**config.mk**
```make
export PLATFORM = sky130hd
export DESIGN_NAME = message_header_deframer
export DESIGN_NICKNAME = d
export VERILOG_FILES = /design/src/sv/mhd_pkg.sv /design/src/sv/mhd_parse.sv /design/src/sv/message_header_deframer.sv
export VERILOG_INCLUDE_DIRS = /design/src /design/src/sv
export SDC_FILE = /design/constraint.sdc
export NUM_CORES = 1
export LEC_CHECK = 0
export BUFFER_PORTS_ARGS = -buffer_cell sky130_fd_sc_hd__buf_2
export CAP_MARGIN = 10
export CELL_PAD_IN_SITES_DETAIL_PLACEMENT = 1
export CELL_PAD_IN_SITES_GLOBAL_PLACEMENT = 1
export CORE_MARGIN = 2
export CORE_UTILIZATION = 30
export DETAILED_ROUTE_END_ITERATION = 10
export PLACE_DENSITY = 0.56
export SLEW_MARGIN = 20
export SYNTH_ARGS = -nofsm -noshare
export SYNTH_HDL_FRONTEND = slang
export SYNTH_SLANG_ARGS = --single-unit
```
**constraint.sdc**
```tcl
create_clock -name clk -period 15.2 [get_ports clk]
set_input_delay 0.76 -clock clk [delete_from_list [all_inputs] [get_ports clk]]
set_output_delay 0.76 -clock clk [all_outputs]
set_load 0.005 [all_outputs]
```
**src/sv/message_header_deframer_defines.svh**
```systemverilog
// ----------------------------------------------------------------------------
// message_header_deframer_defines
// Assertion macros shared by the deframer modules.
// ----------------------------------------------------------------------------
`ifndef MESSAGE_HEADER_DEFRAMER_DEFINES_SVH
`define MESSAGE_HEADER_DEFRAMER_DEFINES_SVH

// check a property at every clock edge outside reset
`define MHD_ASSERT(lbl, prop, msg) \
	lbl: assert property (@(posedge clk) disable iff (!arst_n) (prop)) else $error(msg);

// check a property at every clock edge, reset included
`define MHD_ASSERT_ALWAYS(lbl, prop, msg) \
	lbl: assert property (@(posedge clk) (prop)) else $error(msg);

`endif

```
**src/sv/mhd_pkg.sv**
```systemverilog
// ----------------------------------------------------------------------------
// mhd_pkg
// Types and constants of the message header deframer.
// ----------------------------------------------------------------------------
package mhd_pkg;

	localparam int HDR_LEN = 24;
	localparam int POS_W   = 5;

	localparam logic [POS_W-1:0] POS_IDLE    = POS_W'(HDR_LEN);
	localparam logic [POS_W-1:0] POS_LAST    = POS_W'(HDR_LEN - 1);
	localparam logic [POS_W-1:0] POS_VERSION = POS_W'(2);
	localparam logic [POS_W-1:0] POS_TYPE    = POS_W'(3);
	localparam logic [POS_W-1:0] POS_SEQ     = POS_W'(8);
	localparam logic [POS_W-1:0] POS_TIME    = POS_W'(16);

	localparam int CFG_IDX_W  = 2;
	localparam int CFG_DATA_W = 32;
	localparam int OUT_DATA_W = 184;

	typedef enum logic [CFG_IDX_W-1:0] {
		CFG_MAGIC   = 2'd0,
		CFG_VERSION = 2'd1,
		CFG_LIMIT   = 2'd2
	} mhd_cfg_idx_t;

	typedef enum logic [2:0] {
		ST_OK          = 3'd0,
		ST_TOO_SHORT   = 3'd1,
		ST_BAD_MAGIC   = 3'd2,
		ST_BAD_VERSION = 3'd3,
		ST_TOO_LONG    = 3'd4
	} mhd_status_t;

	typedef struct packed {
		logic [7:0] data_byte;
		logic       first_byte;
		logic       last_byte;
	} mhd_item_t;

	typedef struct packed {
		logic [15:0] expected_magic;
		logic [7:0]  supported_version;
		logic [31:0] body_length_limit;
	} mhd_cfg_t;

	typedef struct packed {
		mhd_status_t        status;
		logic [7:0]         header_version;
		logic [7:0]         message_type;
		logic [31:0]        body_length;
		logic [63:0]        sequence_number;
		logic signed [63:0] timestamp;
	} mhd_result_t;

endpackage

```
**src/sv/mhd_parse.sv**
```systemverilog
// ----------------------------------------------------------------------------
// mhd_parse
// Header field gathering, position tracking and header checks.
// ----------------------------------------------------------------------------
`include "message_header_deframer_defines.svh"

module mhd_parse
	import mhd_pkg::*;
(
	input  logic        clk,
	input  logic        arst_n,
	input  logic        step,
	input  mhd_item_t   item,
	input  mhd_cfg_t    cfg,
	output logic        hit,
	output mhd_result_t res
);

	logic [POS_W-1:0] pos_q;
	logic [POS_W-1:0] pos_eff;
	logic [POS_W-1:0] pos_d;
	logic [15:0]      magic_q;
	logic [7:0]       version_q;
	logic [7:0]       type_q;
	logic [31:0]      length_q;
	logic [63:0]      seq_q;
	logic [63:0]      time_q;
	logic             active;
	logic             complete;
	mhd_status_t      status;

	assign pos_eff  = item.first_byte ? '0 : pos_q;
	assign active   = (pos_eff < POS_IDLE);
	assign complete = active && (pos_eff == POS_LAST);
	assign hit      = active && (complete || item.last_byte);

	always_comb begin
		priority if (!complete) begin
			status = ST_TOO_SHORT;
		end else if (magic_q != cfg.expected_magic) begin
			status = ST_BAD_MAGIC;
		end else if (version_q != cfg.supported_version) begin
			status = ST_BAD_VERSION;
		end else if (length_q > cfg.body_length_limit) begin
			status = ST_TOO_LONG;
		end else begin
			status = ST_OK;
		end
	end

	always_comb begin
		res        = '0;
		res.status = status;
		if (status == ST_OK) begin
			res.header_version  = version_q;
			res.message_type    = type_q;
			res.body_length     = length_q;
			res.sequence_number = seq_q;
			res.timestamp       = {time_q[55:0], item.data_byte};
		end
	end

	always_comb begin
		if (!active || hit) begin
			pos_d = POS_IDLE;
		end else begin
			pos_d = pos_eff + POS_W'(1);
		end
	end

	always_ff @(posedge clk or negedge arst_n) begin
		if (!arst_n) begin
			pos_q <= POS_IDLE;
		end else if (step) begin
			pos_q <= pos_d;
		end
	end

	always_ff @(posedge clk) begin
		if (step && active) begin
			priority if (pos_eff < POS_VERSION) begin
				magic_q <= {magic_q[7:0], item.data_byte};
			end else if (pos_eff == POS_VERSION) begin
				version_q <= item.data_byte;
			end else if (pos_eff == POS_TYPE) begin
				type_q <= item.data_byte;
			end else if (pos_eff < POS_SEQ) begin
				length_q <= {length_q[23:0], item.data_byte};
			end else if (pos_eff < POS_TIME) begin
				seq_q <= {seq_q[55:0], item.data_byte};
			end else begin
				time_q <= {time_q[55:0], item.data_byte};
			end
		end
	end

	`MHD_ASSERT(a_pos_range, pos_q <= POS_IDLE, "byte position beyond idle")
	`MHD_ASSERT(a_idle_after_result, step && hit |=> pos_q == POS_IDLE,
		"position not idle after a result")
	`MHD_ASSERT(a_fail_zero, hit && res.status != ST_OK |-> res.header_version == '0 &&
		res.message_type == '0 && res.body_length == '0 && res.sequence_number == '0 &&
		res.timestamp == '0, "failed result carries data")

endmodule

```
**src/sv/message_header_deframer.sv**
```systemverilog
// Each byte is held in the input register; its result is held in the result register,
// which drives m_tvalid. Throughput: one byte per cycle; the two registers decouple the
// sides, so a stalled result holds input only when the held byte needs a result slot.
// Reset: clears both valid flags, sets the byte position to idle and loads the
// register defaults (magic 0, version 1, body length limit 65536).
// ----------------------------------------------------------------------------
// message_header_deframer
// Streams buffer bytes, gathers the 24-byte big-endian header, checks it and
// emits one result per buffer.
// ----------------------------------------------------------------------------
`include "message_header_deframer_defines.svh"

module message_header_deframer
	import mhd_pkg::*;
(
	input  logic                  clk,
	input  logic                  arst_n,
	input  logic                  cfg_we,
	input  logic [CFG_IDX_W-1:0]  cfg_index,
	input  logic [CFG_DATA_W-1:0] cfg_data,
	input  logic                  s_tvalid,
	output logic                  s_tready,
	input  logic [7:0]            s_tdata,  // data_byte
	input  logic                  s_tuser,  // first_byte
	input  logic                  s_tlast,  // last_byte
	output logic                  m_tvalid,
	input  logic                  m_tready,
	// status[2:0], header_version[10:3], message_type[18:11], body_length[50:19],
	// sequence_number[114:51], timestamp[178:115], zero pad[183:179]
	output logic [OUT_DATA_W-1:0] m_tdata
);

	mhd_cfg_t    cfg_q;
	logic        valid_s1;
	mhd_item_t   item_s1;
	logic        out_valid_q;
	mhd_result_t out_q;
	logic        hit;
	mhd_result_t res;
	logic        out_free;
	logic        consume;

	always_ff @(posedge clk or negedge arst_n) begin
		if (!arst_n) begin
			cfg_q.expected_magic    <= 16'd0;
			cfg_q.supported_version <= 8'd1;
			cfg_q.body_length_limit <= 32'd65536;
		end else if (cfg_we) begin
			unique case (cfg_index)
				CFG_MAGIC:   cfg_q.expected_magic    <= cfg_data[15:0];
				CFG_VERSION: cfg_q.supported_version <= cfg_data[7:0];
				CFG_LIMIT:   cfg_q.body_length_limit <= cfg_data;
				default: ;
			endcase
		end
	end

	assign out_free = !out_valid_q || m_tready;
	assign consume  = valid_s1 && (!hit || out_free);
	assign s_tready = !valid_s1 || consume;

	always_ff @(posedge clk or negedge arst_n) begin
		if (!arst_n) begin
			valid_s1 <= 1'b0;
		end else if (s_tready) begin
			valid_s1 <= s_tvalid;
		end
	end

	always_ff @(posedge clk) begin
		if (s_tvalid && s_tready) begin
			item_s1 <= '{data_byte: s_tdata, first_byte: s_tuser, last_byte: s_tlast};
		end
	end

	mhd_parse u_parse (
		.clk    (clk),
		.arst_n (arst_n),
		.step   (consume),
		.item   (item_s1),
		.cfg    (cfg_q),
		.hit    (hit),
		.res    (res)
	);

	always_ff @(posedge clk or negedge arst_n) begin
		if (!arst_n) begin
			out_valid_q <= 1'b0;
		end else if (consume && hit) begin
			out_valid_q <= 1'b1;
		end else if (m_tready) begin
			out_valid_q <= 1'b0;
		end
	end

	always_ff @(posedge clk) begin
		if (consume && hit) begin
			out_q <= res;
		end
	end

	assign m_tvalid = out_valid_q;
	assign m_tdata  = {5'b0, out_q.timestamp, out_q.sequence_number, out_q.body_length,
		out_q.message_type, out_q.header_version, out_q.status};

	`MHD_ASSERT(a_s1_hold, valid_s1 && !s_tready |=> valid_s1 && $stable(item_s1),
		"input stage lost a held byte")
	`MHD_ASSERT(a_no_overwrite, valid_s1 && hit && out_valid_q && !m_tready |-> !consume,
		"pending result overwritten")
	`MHD_ASSERT(a_status_code, out_valid_q |-> out_q.status == ST_OK ||
		out_q.status == ST_TOO_SHORT || out_q.status == ST_BAD_MAGIC ||
		out_q.status == ST_BAD_VERSION || out_q.status == ST_TOO_LONG,
		"result status out of range")

endmodule
```
# Yosys cells after proc, flatten, opt, wreduce, memory -nomap -nowiden
# Index checks and enable logic that the tools add are counted.
[op_classes] n_addsub=1 order_cmp=5 n_eq_ne=7 muxes=8 bitwise_logic=5 reduce_logical=27
[ops] cell="> comparator 32 bit" n=1
[ops] cell="!= test 16 bit" n=1
[ops] cell="2-to-1 mux 3 bit" n=4
[ops] cell="AND reduction 6 bit" n=2
[ops] cell="equality test 5 x 2 -> 1 bit, second input constant" n=2
[ops] cell="< comparator 5 bit, second input constant" n=2
[ops] cell="2-to-1 mux 5 bit" n=2
[ops] cell="!= test 8 bit" n=1
[ops] cell="AND reduction 2 bit" n=4
[ops] cell="logical AND 1 bit" n=6
[ops] cell="adder 5 x 1 -> 5 bit, second input constant" n=1
[ops] cell="equality test 5 bit, second input constant" n=1
[ops] cell="logical OR 1 bit" n=5
[ops] cell="< comparator 5 x 2 -> 1 bit, second input constant" n=1
[ops] cell="< comparator 5 x 4 -> 1 bit, second input constant" n=1
[ops] cell="NOT 1 bit" n=5
[ops] cell="AND reduction 5 bit" n=1
[ops] cell="zero test 1 bit" n=4
[ops] cell="AND reduction 4 bit" n=1
[ops] cell="zero test 3 bit" n=1
[ops] cell="AND reduction 3 bit" n=1
[ops] cell="equality test 2 x 1 -> 1 bit, second input constant" n=1
[ops] cell="equality test 2 bit, second input constant" n=1
[ops] cell="zero test 2 bit" n=1
[ops] cell="2 further kinds" n=3
[word_totals] register_bits=436 inputBits=49 output_inout_bits=186 wordCells=74

# Logic depth before layout (Yosys ltp)
# Gate-level depths: netlist of the first run.
[logic_depth] ltp_word=10 mapped_depth=10 ltp_nobuf=7

# Hierarchy
# Synthesis of the first run repeated with hierarchy kept, for this count alone.
[unflattened] hier_cells=1113 hier_area_um2=16951.3
[by_module_without_submodules] module="mhd_parse" instances=1 cells_each=789 area_each_um2=9018.6 seq_area_each_um2=5652.9
[by_module_without_submodules] module="message_header_deframer" instances=1 cells_each=324 area_each_um2=7932.6 seq_area_each_um2=7129.3

# Worst setup path before layout of the first run
# OpenSTA, ideal clock, no wires.
[synth_timing] kind="flip-flop to flip-flop" start="register u_parse.pos_q[0]" end="register out_q, in the netlist m_tdata[0], enable pin" setup_ns=0.722 arrival_time_ns=9.058 t_required_ns=14.478 path_slack_ns=5.421 path_stages_with_launch=8 n_path_buf=1 period_less_slack_ns=9.779 path_cell_list="dfrtp_1 > nor2b_1 > ha_1 > and4b_1 > o22ai_1 > o21ai_1 > clkbuf_1 > nor2_1"
[synth_via] elab_chain_len=9 elab_cells_between_ends=10 classes_between="order compare: 1; eq/ne: 1; mux: 1; reduce/logical: 7"
[synth_lines] item="start, declared" line_no="mhd_parse.sv:19" source="logic [POS_W-1:0] pos_q;"
[synth_lines] item="start signal, assigned" line_no="mhd_parse.sv:75" source="pos_q <= pos_d;"
[synth_lines] item="2-to-1 mux 5 bit *" line_no="mhd_parse.sv:32" source="assign pos_eff = item.first_byte ? '0 : pos_q;"
[synth_lines] item="< comparator 5 bit or equality test 5 bit (tied branches)" line_no="mhd_parse.sv:33, mhd_parse.sv:34"
[synth_lines] item="logical AND 1 bit" line_no="mhd_parse.sv:34" source="assign complete = active && (pos_eff == POS_LAST);"
[synth_lines] item="logical OR 1 bit" line_no="mhd_parse.sv:35" source="assign hit = active && (complete || item.last_byte);"
[synth_lines] item="logical AND 1 bit *" line_no="mhd_parse.sv:35"
[synth_lines] item="zero test 1 bit" line_no="message_header_deframer.sv:59" source="assign consume = valid_s1 && (!hit || out_free);"
[synth_lines] item="logical OR 1 bit" line_no="message_header_deframer.sv:59"
[synth_lines] item="logical AND 1 bit" line_no="message_header_deframer.sv:59"
[synth_lines] item="logical AND 1 bit *" line_no="message_header_deframer.sv:97" source="if (consume && hit) begin"
[synth_lines] item="end signal, assigned" line_no="message_header_deframer.sv:98" source="out_q <= res;"
[synth_lines] item="end, declared" line_no="message_header_deframer.sv:37" source="mhd_result_t out_q;"
# Every way passes the cells marked *; elsewhere a longest branch is shown, timed or not.
# A chain may end at the register's enable or synchronous reset.

# Final worst setup path of the first run
[layout_timing] start="register u_parse.length_q[27]" end="register out_q, in the netlist m_tdata[141] (data pin)"
[layout_via] elab_chain_len=6
[layout_lines] item="start, declared" line_no="mhd_parse.sv:25" source="logic [31:0] length_q;"
[layout_lines] item="start signal, assigned" line_no="mhd_parse.sv:88" source="length_q <= {length_q[23:0], item.data_byte};"
[layout_lines] item="> comparator 32 bit" line_no="mhd_parse.sv:44" source="end else if (length_q > cfg.body_length_limit) begin"
[layout_lines] item="2-to-1 mux 3 bit" line_no="mhd_parse.sv:44"
[layout_lines] item="2-to-1 mux 3 bit" line_no="mhd_parse.sv:42" source="end else if (version_q != cfg.supported_version) begin"
[layout_lines] item="2-to-1 mux 3 bit" line_no="mhd_parse.sv:40" source="end else if (magic_q != cfg.expected_magic) begin"
[layout_lines] item="2-to-1 mux 3 bit" line_no="mhd_parse.sv:38" source="priority if (!complete) begin"
[layout_lines] item="zero test 3 bit" line_no="mhd_parse.sv:54" source="if (status == ST_OK) begin"
# No other way between the ends.

==> impl_metrics.ini, run 1 <==
[clocking]
clock_sinks = 436
cts_tree = yes
path_clk_slew_ns = 0.06
post-cts-setup-buffers = 0
clk_latency_ns = 0.58
cts_made_buffers = 50
cts-resized-gates = 0
cts_hold_buf = 0
cts_root_buffer = clkbuf_16
cts_buffer_depth = 3
h-tree-depth = 2

[floorplanning]
rows = 89
ioPinCount = 235
die_h_um = 248.3
start_util = 0.3034
dieArea_um2 = 61660
die_w_um = 248.3
core_um2 = 59020

[timing]
slew_headroom = 0.2931
max_freq_mhz = 235.6
skew_ns = 0.01958
fin_hold_ws_ns = 0.3502
slew_violations = 0
finalHoldViolations = 0
finalSetupViolCount = 0
worst_slew_pin_slew_ns = 1.060
finalSetupTns_ns = 0
rsz0062_at_grt = false
min_period_ns = 4.244
period_share = 0.2792

[yosys]
synth.distinct_cells = 47
synthMostInstantiatedCell = edfxtp_1
syn_inst = 1120
synth_xor_area_frac = 0.01223
seq_area_frac_synth = 0.7138
synth_area_leader_cell = edfxtp_1
synth_area_leaders = edfxtp_1 (63%), nor4_2 (9.2%), dfrtp_1 (8.2%)
synth.cell_area_um2 = 17910
synth_common_cells = edfxtp_1 (373), inv_1 (210), nor4_2 (131), dfrtp_1 (59), mux2_2 (56)
yosys_warnings = 0
yosys_register_bits = 436
synth_edf_count = 373
synth_top_area_share = 0.6255
synth_top_family_by_area = simple AND/OR/NAND/NOR gates
synth_compound_area_frac = 0.01579
post_synth_mux_area_share = 0.03522
synthArstFlopShare = 0.1445
ys.flop_type = edfxtp_1
avgSynthCellArea_um2 = 15.99
yosys.area_share.adder = 0.02306
synth-simple-area-share = 0.1287

[critical_path]
crit_arrival_ns = 4.52
crit_fanout = 61
reg2reg_to = m_tdata[141]
critPathKind = reg -> reg
start_kind = flip-flop
reg2reg_slack_ns = 10.96
r2r_cells = 7
endpoint_kind = flip-flop
crit_required_ns = 15.48
r2r_start = u_parse.length_q[27]

[route]
routedWlPerCell_um = 19.85
drc_errors = 0
wirelength_um = 43040
drtPass1Iterations = 4
drt_iter0_drc = 495
antenna_left = 0
detail_route.vias_per_cell = 4.525
route.vias.total = 9811

[finish]
design_area_um2 = 21370
drive_gt1_frac = 0.3704
post-route-util = 0.3621
fillers = 6111
fin_nets = 1438
syn_to_final_growth_pct = 19.33

[global_routing]
grt_usage = 0.1400
grt_pass1_vias = 10230
overflow = 0
antenna_found_initial = 0
grt_max_degree = 160
grt_pass1_wl_um = 64670

[power_and_ir_drop]
p_total_mw = 2.788
ir_drop_v = 0.00006497
cellPowerDensity_nw_per_um2 = 130.5
p_leak_nw = 7.979

[hold_path]
hold_path_class = in -> async

[flow_run]
drv_cap = 0

[place]
post_dp_cell_area_um2 = 19790
portBuffers = 229
place.gp.congestion = 0.7351
dp_hpwl_um = 27630

[status]
status = finished clean
[kinds of logic (layout without fill, tap and decap cells)]
kind of cell             after synthesis  count (layout)
buffers and inverters                280             549
AO/OA/AOI/OAI                         44              44
AND/OR/NAND/NOR                      245             245
adder cells (fa/ha/maj)               33              33
multiplexers                          56              56
other                                  1               7
flip-flops                           436             436
XOR/XNOR                              25              25
[registers in the layout, summed over array words and instances, names as in the netlist, 5 cells and up]
| signal | flops |
|---|---|
| u_parse.time_q | 56 |
| u_parse.type_q | 8 |
| u_parse.length_q | 32 |
| u_parse.magic_q | 16 |
| item_s1 | 10 |
| u_parse.version_q | 8 |
| m_tdata | 179 |
| cfg_q | 56 |
| u_parse.pos_q | 5 |
| u_parse.seq_q | 64 |
[layout make-up]
class | instances | area, µm² | share of cell area
Antenna cell | 2 | 5.005 | 0.0002342
Timing Repair Buffer | 250 | 1365 | 0.06388
Clock inverter | 21 | 150.1 | 0.007027
Tap cell | 773 | 967.2 | 0.04526
Inverter | 210 | 788.3 | 0.03689
Clock buffer | 68 | 1370 | 0.06412
Multi-Input combinational cell | 408 | 3940 | 0.1844
Sequential cell | 436 | 12780 | 0.5982
[worst max path at each step]
| stage | start | slack (ns) | endpoint |
|---|---|---|---|
| floorplan | u_parse.pos_q[0] | 5.42 | m_tdata[0] |
| global placement | u_parse.length_q[27] | 10.56 | m_tdata[134] |
| detailed placement | u_parse.length_q[27] | 10.43 | m_tdata[153] |
| CTS | u_parse.length_q[27] | 10.43 | m_tdata[141] |
| global route | u_parse.length_q[27] | 10.58 | m_tdata[145] |
| finish | u_parse.length_q[27] | 10.96 | m_tdata[141] |
[stage by stage]
step,std cells,setup WS (ns)
3_5_place_dp,2075,10.43
5_1_grt,2166,10.58
3_3_place_gp,2075,10.56
2_1_floorplan,1124,5.421
6_report,2168,10.96
4_1_cts,2164,10.43
[critical path, cell delays in order, from the launching register on]
cell and delay (ns):
edfxtp_1 0.40, ha_1 0.34, nand4_1 0.18, nor4_1 0.53, o311a_4 0.66, buf_4 0.90, buf_4 0.71, nor4_1 0.11
[metal layers]
metal | up-vias | GRT usage | routed length [µm]
li1 | 4556 | - | -
met1 | 4982 | 0.1994 | 20390
met2 | 228 | 0.2170 | 19920
met3 | 45 | 0.02467 | 1981
met4 | 0 | 0.04394 | 749
met5 | - | 0 | 0
[cells in the final DEF, fill, tap and decap left out, types with 5 or more instances in the layout]
| cell type | instances |
|---|---|
| inv_1 | 210 |
| clkinv_1 | 12 |
| nand4_1 | 13 |
| buf_4 | 16 |
| nor2_1 | 8 |
| mux2_2 | 56 |
| ha_1 | 33 |
| a21oi_1 | 16 |
| xnor2_1 | 25 |
| o21ai_0 | 10 |
| nor4_2 | 132 |
| clkbuf_16 | 51 |
| buf_2 | 229 |
| conb_1 | 5 |
| dfrtp_1 | 59 |
| nand2b_1 | 6 |
| edfxtp_1 | 373 |
| nand2_1 | 13 |
| clkbuf_1 | 14 |
| nor4_1 | 48 |
[power by group]
group,leakage [nW],internal [mW],switching [mW]
sequential,4.23,1.38,0.0439
clock,0.738,0.660,0.468
combinational,3.01,0.0850,0.151
total,7.98,2.13,0.662
(Power assumes the default switching activity.)
==> inputs of run 2 (changes only) <==
--- a/config.mk
+++ b/config.mk
@@ -6,6 +6,7 @@
 export SDC_FILE = /design/constraint.sdc
 export NUM_CORES = 1
 export LEC_CHECK = 0
+export ABC_AREA = 1
 export BUFFER_PORTS_ARGS = -buffer_cell sky130_fd_sc_hd__buf_2
 export CAP_MARGIN = 10
 export CELL_PAD_IN_SITES_DETAIL_PLACEMENT = 1
@@ -13,7 +14,7 @@
 export CORE_MARGIN = 2
 export CORE_UTILIZATION = 30
 export DETAILED_ROUTE_END_ITERATION = 10
-export PLACE_DENSITY = 0.56
+export PLACE_DENSITY = 0.59
 export SLEW_MARGIN = 20
 export SYNTH_ARGS = -nofsm -noshare
 export SYNTH_HDL_FRONTEND = slang
==> constraint.sdc (replaced) <==
create_clock -name clk -period 3.6 [get_ports clk]
set_input_delay 0.18 -clock clk [delete_from_list [all_inputs] [get_ports clk]]
set_output_delay 0.18 -clock clk [all_outputs]
set_load 0.005 [all_outputs]
==> impl_metrics.ini, run 2 <==
[status]
status = finished clean

[timing]
skew_ns = 0.02991
rsz0062_at_grt = false
finalSetupViolCount = 0
worst_slew_pin_slew_ns = 0.9970
max_freq_mhz = 312.3
period_share = 0.8893
min_period_ns = 3.202
slew_violations = 0
slew_headroom = 0.3354
finalHoldViolations = 0
fin_hold_ws_ns = 0.3110

[floorplanning]
dieArea_um2 = 57080
ioPinCount = 235
rows = 86
die_h_um = 238.9
core_um2 = 54880
die_w_um = 238.9
start_util = 0.3017

[yosys]
synth_area_leaders = edfxtp_1 (68%), dfrtp_1 (8.9%), inv_1 (6.3%)
yosys_register_bits = 436
avgSynthCellArea_um2 = 13.02
synth_common_cells = edfxtp_1 (373), inv_1 (278), nor2_1 (242), nand2_1 (127), dfrtp_1 (59)
synthArstFlopShare = 0.1445
syn_inst = 1272
synth_top_area_share = 0.6765
ys.flop_type = edfxtp_1
synth_area_leader_cell = edfxtp_1
synth_edf_count = 373
synth.cell_area_um2 = 16560
yosys_warnings = 0
synth.distinct_cells = 27
seq_area_frac_synth = 0.7721
synthMostInstantiatedCell = edfxtp_1

[power_and_ir_drop]
cellPowerDensity_nw_per_um2 = 552.9
ir_drop_v = 0.0003155
p_total_mw = 11.35
p_leak_nw = 9.039

[finish]
antennaDiodeCount = 0
syn_to_final_growth_pct = 23.93
drive_gt1_frac = 0.2067
largest_reg_flops = 179
design_area_um2 = 20520
mostFrequentLayoutCells = edfxtp_1 (373), inv_1 (276), nor2_1 (239)
post-route-util = 0.3739
fin_nets = 1667
layout.cells.non_filler = 2325
layout_commonest_cell = edfxtp_1

[global_routing]
grt_pass1_vias = 10580
grt_pass1_wl_um = 60690
grt_max_degree = 71
grt_usage = 0.1402
overflow = 0
antenna_found_initial = 3

[clocking]
post-cts-setup-buffers = 0
cts-resized-gates = 0
h-tree-depth = 2
cts_root_buffer = clkbuf_16
clk_latency_ns = 0.58
clock_sinks = 436
cts_made_buffers = 48
cts_buffer_depth = 3
path_clk_slew_ns = 0.06
cts_hold_buf = 45
cts_tree = yes

[place]
placed_cells = 2194
dp_hpwl_um = 26860
portBuffers = 229
post_dp_cell_area_um2 = 18640
place.gp.congestion = 0.7561

[flow_run]
drv_cap = 0

[route]
routedWlPerCell_um = 17.02
wirelength_um = 39570
drt_iter0_drc = 499
detail_route.vias_per_cell = 4.195
route.vias.total = 9753
drtPass1Iterations = 4
drc_errors = 0
antenna_left = 0

[critical_path]
crit_arrival_ns = 3.46
crit_fanout = 34
crit_required_ns = 3.86
r2r_cells = 13
start_kind = flip-flop
endpoint_kind = flip-flop
critPathKind = reg -> reg

[hold_path]
min_delay_path_depth = 2
hold_path_class = in -> reg
run 2: routing by layer:
layer	part of all wire	up-vias	routed length (µm)	GRT usage
met4	0.026	0	1023	0.05057
li1	-	4709	-	-
met1	0.44	4764	17580	0.1838
met3	0.047	61	1871	0.02483
met5	0	-	0	0
met2	0.48	219	19100	0.2334
run 2: area by class of cell:
cell class | instances | area, µm²
clock buffers | 62 | 1264
clock inverters | 24 | 163.9
fillers | 5899 | 34360
inverters | 279 | 1052
multi-input cells | 526 | 2541
flip-flops and latches | 436 | 12780
well taps | 704 | 880.8
repair buffers | 294 | 1834
run 2: logic make-up after synthesis:
kind of cell               synth area share
adders and majority gates           0.02494
xor gates and xnor gates           0.004761
buffers and inverters               0.07897
DFF                                  0.7721
and+or+nand+nor                     0.09114
AOI/OAI and AO/OA                   0.02789
other                             0.0002265
run 2: where the power goes:
part           total [mW]  internal [mW]  switching [mW]
Combinational       0.798          0.303           0.495
Sequential           6.04           5.85           0.185
Clock                4.51           2.55            1.96
run 2: worst max-delay path, stage by stage, from the launching register on:
cell and delay [ns]:
edfxtp_1 0.47, nor2_1 0.11, ha_2 0.21, nand2_2 0.11
nor3_4 0.06, nor2_1 0.13, nor2_1 0.08, nor2_1 0.54
nand2_1 0.19, inv_1 0.14, nand2_2 0.08, clkinvlp_4 0.28
buf_12 0.23, buf_12 0.24
run 2: path summary, 6_finish.rpt:
kind / slack, ns / from / to
min: 0.31 / s_tdata[5] / item_s1[7]
min in group asynchronous: 0.32 / arst_n / cfg_q[53]
max: 0.40 / item_s1[1] / m_tdata[111]
max in group asynchronous: 2.32 / arst_n / cfg_q[16]
min reg2reg: 0.43 / u_parse.time_q[22] / u_parse.time_q[30]
max reg2reg: 0.40 / item_s1[1] / m_tdata[111]
run 2: through the flow:
step                setup slack (ns)  TNS [ns]
floorplan                    -0.9614   -172.10
CTS                           0.3411         0
global placement              0.5266         0
finish                        0.3984         0
detailed placement            0.3630         0
global route                 0.05954         0
==> inputs of run 3 (changes only) <==
--- a/config.mk
+++ b/config.mk
@@ -6,7 +6,7 @@
 export SDC_FILE = /design/constraint.sdc
 export NUM_CORES = 1
 export LEC_CHECK = 0
-export ABC_AREA = 1
+export ABC_AREA = 0
 export BUFFER_PORTS_ARGS = -buffer_cell sky130_fd_sc_hd__buf_2
 export CAP_MARGIN = 10
 export CELL_PAD_IN_SITES_DETAIL_PLACEMENT = 1
@@ -14,7 +14,7 @@
 export CORE_MARGIN = 2
 export CORE_UTILIZATION = 30
 export DETAILED_ROUTE_END_ITERATION = 10
-export PLACE_DENSITY = 0.59
+export PLACE_DENSITY = 0.58
 export SLEW_MARGIN = 20
 export SYNTH_ARGS = -nofsm -noshare
 export SYNTH_HDL_FRONTEND = slang
==> impl_metrics.ini, run 3 (synthesis gave the netlist of run 1 again) <==
[status]
status = finished clean

[place]
pre_cts_ws_ns = 0.6651
dp_hpwl_um = 29620
post_dp_cell_area_um2 = 20090
place.gp.congestion = 0.7534
portBuffers = 229

[finish]
syn_to_final_growth_pct = 23.78
design_area_um2 = 22170
largest_reg_flops = 179
fin_nets = 1493
mostFrequentLayoutCells = edfxtp_1 (373), buf_2 (229), inv_1 (210)
fillers = 6071
layout_commonest_cell = edfxtp_1
drive_gt1_frac = 0.3733

[timing]
slew_headroom = 0.4695
max_freq_mhz = 335.8
period_share = 0.8271
rsz0062_at_grt = false
finalSetupViolCount = 0
slew_violations = 0
finalHoldViolations = 0
finalSetupTns_ns = 0
layout_setup_ws_ns = 0.6224
skew_ns = 0.02193
worst_slew_pin_slew_ns = 0.7957
min_period_ns = 2.978

[floorplanning]
die_h_um = 248.3
dieArea_um2 = 61660
core_um2 = 59020
rows = 89
start_util = 0.3034
die_w_um = 248.3
ioPinCount = 235

[route]
drc_errors = 0
drt_iter0_drc = 584
drtPass1Iterations = 4
antenna_left = 0
routedWlPerCell_um = 20.15
detail_route.vias_per_cell = 4.543
route.vias.total = 10110
wirelength_um = 44860

[global_routing]
grt_pass1_wl_um = 67170
grt_usage = 0.1451
grt_max_degree = 84
grt_pass1_vias = 10750
overflow = 0
antenna_found_initial = 3

[clocking]
cts_made_buffers = 49
cts_tree = yes
cts_root_buffer = clkbuf_16
post-cts-setup-buffers = 0
cts_buffer_depth = 3
h-tree-depth = 2
path_clk_slew_ns = 0.06
clk_latency_ns = 0.58
clock_sinks = 436

[critical_path]
crit_arrival_ns = 3.25
crit_required_ns = 3.87
crit_chain = nor2b_1 > ha_2 > and4b_1 > o22ai_4 > o21ai_4 > or3_1 > nor4_1 > buf_4
slowest_delay_ns = 0.49
endpoint_kind = flip-flop
r2r_cells = 8
start_kind = flip-flop
r2r_start = u_parse.pos_q[1]
cp_slowest_cell = or3_1
reg2reg_slack_ns = 0.62
crit_fanout = 16
critPathKind = reg -> reg
reg2reg_to = u_parse.version_q[4]

[power_and_ir_drop]
p_total_mw = 12.21
cellPowerDensity_nw_per_um2 = 550.6
p_leak_nw = 8.327
ir_drop_v = 0.0003697

[flow_run]
drv_cap = 0

[hold_path]
worstHoldStart = m_tready
hold_path_class = in -> reg
whs_endpoint = m_tvalid
min_delay_path_depth = 3
run 3: changes by cell type in the layout (fill, tap and decap cells not counted), sizes merged, moves of 16 or more:
cell and change:
inv -66, a21oi -16, o21ai -39, xnor2 +25
nor4 +177, mux2 +56, nand2 -115, nor2 -234
run 3: per-stage QoR:
stage | hold WS [ns] | utilization | cells
after detailed placement | 0.3163 | 0.3403 | 2089
after floorplan | -0.1156 | - | 1124
final | 0.1030 | 0.3756 | 2226
after CTS | 0.06738 | 0.3755 | 2225
after global placement | 0.3185 | 0.3403 | 2089
after global routing | 0.07757 | 0.3755 | 2225
run 3: worst max path at each step:
stage                                start                   end  depth (start not counted)
after floorplan           u_parse.pos_q[1]            m_tdata[0]                          7
after global placement    u_parse.pos_q[1]  u_parse.version_q[7]                          8
after detailed placement  u_parse.pos_q[1]  u_parse.length_q[29]                          8
after CTS                 u_parse.pos_q[1]   u_parse.length_q[9]                          8
after global routing            item_s1[1]          m_tdata[116]                          7
final                     u_parse.pos_q[1]  u_parse.version_q[4]                          8
run 3: worst max-delay path: cells and delay by family (launching register included):
| kind | cells | cell delay (ns) |
|---|---|---|
| simple gates | 4 | 1.34 |
| buf+inv | 1 | 0.27 |
| fa+ha+maj | 1 | 0.23 |
| compound gates | 2 | 0.39 |
| flops | 1 | 0.45 |
run 3: routing by layer:
metal / part of all wire / track usage
met1: 0.45 / 0.1956
met2: 0.48 / 0.2372
met3: 0.053 / 0.03286
met4: 0.017 / 0.03501
met5: 0 / 0
run 3: cell type report:
class,instances,area (µm²),area share
multi-input cells,408,3980,0.1796
well taps,773,967.2,0.04364
flip-flops and latches,436,12780,0.5767
inverters,210,788.3,0.03556
repair buffers,306,2009,0.09066
clock buffers,62,1318,0.05944
clock inverters,30,317.8,0.01434
diodes,1,2.502,0.0001129
run 3: what timing repair did:
item                                   CTS  global route
hold buffers                            44             0
endpoints found under the hold margin   94             0
resized for setup                        0             0
run 3: where the power goes:
part	internal [mW]	leakage, nW	switching [mW]	total (mW)
registers	5.82	4.23	0.194	6.02
logic	0.423	3.31	0.660	1.08
clock network	3.03	0.788	2.07	5.11
